**config.mk**
```make
export PLATFORM = sky130hd
export DESIGN_NAME = tnv_stack
export DESIGN_NICKNAME = d
export VERILOG_FILES = /design/src/rtl/tnv_pkg.sv /design/src/rtl/tnv_cell.sv /design/src/rtl/tnv_stack.sv
export SDC_FILE = /design/constraint.sdc
export NUM_CORES = 2
export LEC_CHECK = 0
export BUFFER_PORTS_ARGS = -buffer_cell sky130_fd_sc_hd__buf_2
export CAP_MARGIN = 10
export CORE_ASPECT_RATIO = 0.7
export CORE_MARGIN = 8
export CORE_UTILIZATION = 48
export DETAILED_ROUTE_END_ITERATION = 6
export GPL_TIMING_DRIVEN = 0
export PLACE_DENSITY = 0.74
export SLEW_MARGIN = 20
export SYNTH_ARGS = -nofsm -noshare
export SYNTH_HDL_FRONTEND = slang
export SYNTH_SLANG_ARGS = --single-unit
```
**constraint.sdc**
```tcl
create_clock -name clk -period 68.2 [get_ports clk]
set_input_delay 10.23 -clock clk [delete_from_list [all_inputs] [get_ports clk]]
set_output_delay 10.23 -clock clk [all_outputs]
set_load 0.05 [all_outputs]
```
**src/rtl/tnv_pkg.sv**
```systemverilog
package tnv_pkg;

    localparam int MAX_DEPTH = 64;
    localparam int MAX_NAME  = 9;
    localparam int NAME_W    = 5 * MAX_NAME;
    localparam int LEN_W     = 4;
    localparam int DEPTH_W   = $clog2(MAX_DEPTH + 1);
    localparam int MIDX_W    = 4;

    localparam logic [7:0] CH_LT    = 8'h3C;
    localparam logic [7:0] CH_GT    = 8'h3E;
    localparam logic [7:0] CH_SLASH = 8'h2F;
    localparam logic [7:0] CH_BANG  = 8'h21;
    localparam logic [7:0] CH_RBRK  = 8'h5D;
    localparam logic [7:0] CH_A     = 8'h41;
    localparam logic [7:0] CH_Z     = 8'h5A;

    localparam logic [MIDX_W-1:0] CDATA_LEN = MIDX_W'(8);
    localparam logic [MIDX_W-1:0] CLOSE_LEN = MIDX_W'(2);

    typedef enum logic [2:0] {
        MODE_TEXT   = 3'd0,
        MODE_LT     = 3'd1,
        MODE_START  = 3'd2,
        MODE_END    = 3'd3,
        MODE_CDOPEN = 3'd4,
        MODE_CDBODY = 3'd5
    } mode_t;

    typedef struct packed {
        logic [LEN_W-1:0]  len;
        logic [NAME_W-1:0] name;
    } entry_t;

    typedef struct packed {
        logic push;
        logic pop;
    } stk_cmd_t;

    // "![CDATA[" opener, one character per index
    function automatic logic [7:0] cdata_char(input logic [2:0] idx);
        logic [7:0] c;
        case (idx)
            3'd0:    c = 8'h21;
            3'd1:    c = 8'h5B;
            3'd2:    c = 8'h43;
            3'd3:    c = 8'h44;
            3'd4:    c = 8'h41;
            3'd5:    c = 8'h54;
            3'd6:    c = 8'h41;
            3'd7:    c = 8'h5B;
            default: c = 8'h00;
        endcase
        return c;
    endfunction

    function automatic logic is_upper(input logic [7:0] c);
        return (c >= CH_A) && (c <= CH_Z);
    endfunction

endpackage

```
**src/rtl/tnv_cell.sv**
```systemverilog
module tnv_cell
    import tnv_pkg::*;
(
    input  logic     clk,
    input  stk_cmd_t cmd,
    input  entry_t   from_above,
    input  entry_t   from_below,
    output entry_t   q
);

    entry_t d_reg;
    entry_t d_next;

    always_comb
    begin
        if (cmd.push)
            d_next = from_above;
        else if (cmd.pop)
            d_next = from_below;
        else
            d_next = d_reg;
    end

    always_ff @(posedge clk)
    begin
        d_reg <= d_next;
    end

    assign q = d_reg;

endmodule

```
**src/rtl/tnv_stack.sv**
```systemverilog
module tnv_stack
    import tnv_pkg::*;
(
    input  logic     clk,
    input  stk_cmd_t cmd,
    input  entry_t   push_entry,
    output entry_t   top
);

    entry_t q [MAX_DEPTH];

    for (genvar i = 0; i < MAX_DEPTH; i++)
    begin : g_cell
        entry_t above;
        entry_t below;

        if (i == 0)
        begin : g_first
            assign above = push_entry;
        end
        else
        begin : g_mid
            assign above = q[i-1];
        end

        // bottom cell refills from itself on pop; never read below depth
        if (i == MAX_DEPTH - 1)
        begin : g_last
            assign below = q[i];
        end
        else
        begin : g_inner
            assign below = q[i+1];
        end

        tnv_cell u_cell (
            .clk        (clk),
            .cmd        (cmd),
            .from_above (above),
            .from_below (below),
            .q          (q[i])
        );
    end

    assign top = q[0];

endmodule
```
# Yosys cells after proc, flatten, opt, wreduce, memory -nomap -nowiden
# Index checks and enable logic that the tools add are counted.
[classes] addsub=0 multipliers=0 div_mod_pow=0 n_lt_le_gt_ge=0 eq_ne=0 shifts=0 n_mux=126 bitwise=0 reduce_logical=1
[ops] op="two-way mux 49 bit" count=126
[ops] op="nonzero test 2 bit" count=1
[totals] reg_bits=3136 latch_bits=0 ramBits=0 mem_bits_ro=0 in_bits=52 out_inout_bits=49 elab_cells=255 mem_count=0

# Depth between registers and ports, before layout
[depth] depth_word=2 mapped_depth=5

# By module
# Synthesis repeated with hierarchy kept, for this count alone.
[hier_totals] hier_cells=6720 hier_area_um2=148782.7
[modules_own_cells] module="tnv_cell" n_inst=64 cells_per_inst=105 area_per_inst_um2=2324.7 seq_area_each_um2=1471.4

# Worst setup path after synthesis
# OpenSTA, ideal clock, no wires.
[synth_path] path_type="input to register" from="input port cmd[1] (netlist bit)" to="register g_cell[0].u_cell.d_reg (netlist bit g_cell[0].u_cell.q[0]), enable pin" setup_ns=2.236 arrival_time_ns=47.212 setup_slack_ns=18.752 cell_stages=4 path_buffers=3 path_cell_list="buf_4 > buf_2 > buf_2 > or2_2"
[synth_via] elab_chain_len=1
[synth_lines] item="start: declaration" line="tnv_stack.sv:5" rtl="input stk_cmd_t cmd,"
[synth_lines] item="nonzero test 2 bit (no line)"
[synth_lines] item="end signal: assignment" line="tnv_cell.sv:26" rtl="d_reg <= d_next;"
[synth_lines] item="end: declaration" line="tnv_cell.sv:11" rtl="entry_t d_reg;"
# No other way between the ends.
# A chain may end at the register's enable or synchronous reset.

# Worst setup path in the final report
[layout_path] from="input port cmd[1] (netlist bit)" to="register g_cell[4].u_cell.d_reg (netlist bit g_cell[4].u_cell.q[45]), enable pin"
[layout_via] elab_chain_len=1
[layout_lines] item="nonzero test 2 bit (no line)"
[layout_lines] item="end signal: assignment" line="tnv_cell.sv:26"
[layout_lines] item="end: declaration" line="tnv_cell.sv:11"
# No other way between the ends.

==> impl_metrics.toml <==
[placement]
portBuffers = 100
placed_cells = 10393
place_ws_ns = 53.06
place_hpwl_um = 160000
globalplace.congestion = 0.687

[timing]
tns_ns = 0
hold_violations = 0
layout_min_cycle_time_ns = 14.18
period_share = 0.208
fin_hold_ws_ns = 0.443
worst_pin_slew_ns = 0.672
layout_setup_ws_ns = 54.02
final_max_slew_viol_count = 0
max_freq_mhz = 70.5
setup_viol_count_final = 0
rsz0062_at_grt = "no"
fin_skew_ns = 0.0369
relSlewSlack = 0.552

[setup_path]
start_kind = "input pin"
worstPathArrival_ns = 14.70
worst_ep_required_time_ns = 68.72
path_max_fanout = 58
ff2ff_path_depth = 1
end_kind = "register"
cpPeakStageDelay_ns = 0.49
crit_top_cell = "buf_16"
r2r_start = "g_cell[0].u_cell.q[48]"
rr_endpoint = "g_cell[1].u_cell.q[48]"
crit_type = "input pin to register"
reg2reg_slack_ns = 67.13
crit_chain = "buf_4, buf_16, buf_4, buf_2, buf_2, or2_4, buf_16, buf_16, buf_16, buf_16, buf_16, buf_16, buf_16"
crit_slowest_cell = "or2_4"
crit_buf_inv = 12
crit_family = "buffers and inverters"

[synthesis]
ys_seq_area_frac = 0.712
syn_area_sq_um = 132000
netlist_instances = 6567
synth_fp_nets = 6619
ys_types = 6
ys_ff_latch = 3136
synth_area_leaders = "edfxtp_1 71%, mux2_2 26%, buf_6 2.3%"
syn_avg_cell_area_sq_um = 20.2
yosys_warnings = 0
synth_top_area_cell = "edfxtp_1"
yosys.area.top_type_share = 0.712

[floorplan]
start_util = 0.482
die_y_um = 455
num_rows = 161
die_x_um = 644
io_pins = 101
die_area_sq_um = 293000
core-area_sq_um = 275000

[global_routing]
grt_pass1_vias = 65252
grt_pass1_wl_um = 366000
antenna_found_initial = 2
gr-usage-all-layers = 0.153
grt_max_degree = 67
grt-ovfl-total = 0

[clock_tree]
htreeDepth = 5
clkTransAtPathRegs_ns = 0.06
cts_tree = "done"
ctsResizeCount = 0
hold_buffers = 0
cts_num_sinks = 3136
cts_buffer_depth = 4
clk-insertion-delay-late_ns = 0.85
cts_buffers = 305
root_buffer = "clkbuf_16"
cts_setup_buffers = 0

[cells_and_area]
final_nets = 7085
largest_register_ffs = 3136
final_cells = 10929
area_delta_synth_final_pct = 12.2
finalCoreUtilization = 0.541
drive_above_1_share = 0.550

[min_path]
hp-class = "register to register"
min_path_cells = 0
hold_end = "g_cell[63].u_cell.q[35]"
min_from = "g_cell[62].u_cell.q[35]"

[drt]
drt_iter0_markers = 5250
routed_wl_um = 230000
dr.pass1.iters = 5
drtAntennaViolNets = 0
via_per_inst = 5.48
drc = 0
wl_per_cell_um = 21.1
vias = 59871

[power]
p_leak_nw = 52.0
p_per_area_nw_per_um2 = 33.0
peakVddDrop_uv = 16.7

[flow_run]
drv_cap = 0

[outcome]
status = "finished clean"
-- final cells by class --
| cell class | instances | area [sq um] |
|---|---|---|
| antenna | 1 | 2.50 |
| buffer | 343 | 3390 |
| clock buffer | 376 | 8200 |
| clock inverter | 159 | 1330 |
| fill | 20102 | 126000 |
| multi-input combinational | 3088 | 34800 |
| sequential | 3136 | 94200 |
| tap | 3667 | 4590 |
| timing repair buffer | 159 | 2040 |
-- worst max path at each step --
stage | slack, ns | startpoint | end | cells after the start
2_1_floorplan | 18.75 | cmd[1] | g_cell[0].u_cell.q[0] | 4
3_3_place_gp | 5.63 | cmd[1] | g_cell[0].u_cell.q[45] | 5
3_5_place_dp | 53.06 | cmd[1] | g_cell[0].u_cell.q[45] | 13
4_1_cts | 54.02 | cmd[1] | g_cell[6].u_cell.q[45] | 13
5_1_grt | 53.79 | cmd[1] | g_cell[5].u_cell.q[47] | 13
6_report | 54.02 | cmd[1] | g_cell[4].u_cell.q[45] | 13
-- through the flow --
| step | total power [mW] | area [sq um] |
|---|---|---|
| 3_3_place_gp | 3.43 | 137000 |
| 2_1_floorplan | 3.26 | 132000 |
| 3_5_place_dp | 3.31 | 139000 |
| 4_1_cts | 4.96 | 148000 |
| 5_1_grt | 5.10 | 148000 |
| 6_report | 4.90 | 148000 |
-- cells in the mapped netlist --
library cell and count:
buf_2 74, edfxtp_1 3136, buf_6 267, or2_2 1, mux2_2 3087, buf_4 2
-- layer usage --
| metal | global-route usage | share of wire |
|---|---|---|
| met5 | 0 | 0 |
| met4 | 0.0315 | 0.018 |
| met3 | 0.0245 | 0.046 |
| met2 | 0.224 | 0.44 |
| met1 | 0.241 | 0.50 |
-- power by group --
| part | leakage [nW] | switching, mW | total (mW) | internal (mW) |
|---|---|---|---|---|
| registers | 32.1 | 0.176 | 2.75 | 2.58 |
| clock network | 4.65 | 0.696 | 1.63 | 0.933 |
| logic | 15.3 | 0.203 | 0.518 | 0.315 |
| total | 52.0 | 1.07 | 4.90 | 3.83 |
-- cell usage in the layout (no fill, tap or decap), drive strengths merged --
cell,instances
diode,1
or2,1
clkbuf,376
clkinv,124
mux2,3087
bufinv,21
inv,6
buf,502
edfxtp,3136
clkinvlp,8
-- kinds of logic after synthesis --
| kind of cell | after synthesis | synth area share |
|---|---|---|
| buffers and inverters | 343 | 0.0256 |
| AND/OR/NAND/NOR | 1 | 0.0000473 |
| flip-flops | 3136 | 0.712 |
| multiplexers | 3087 | 0.263 |
No activity file was read; power rests on OpenSTA's default activity.
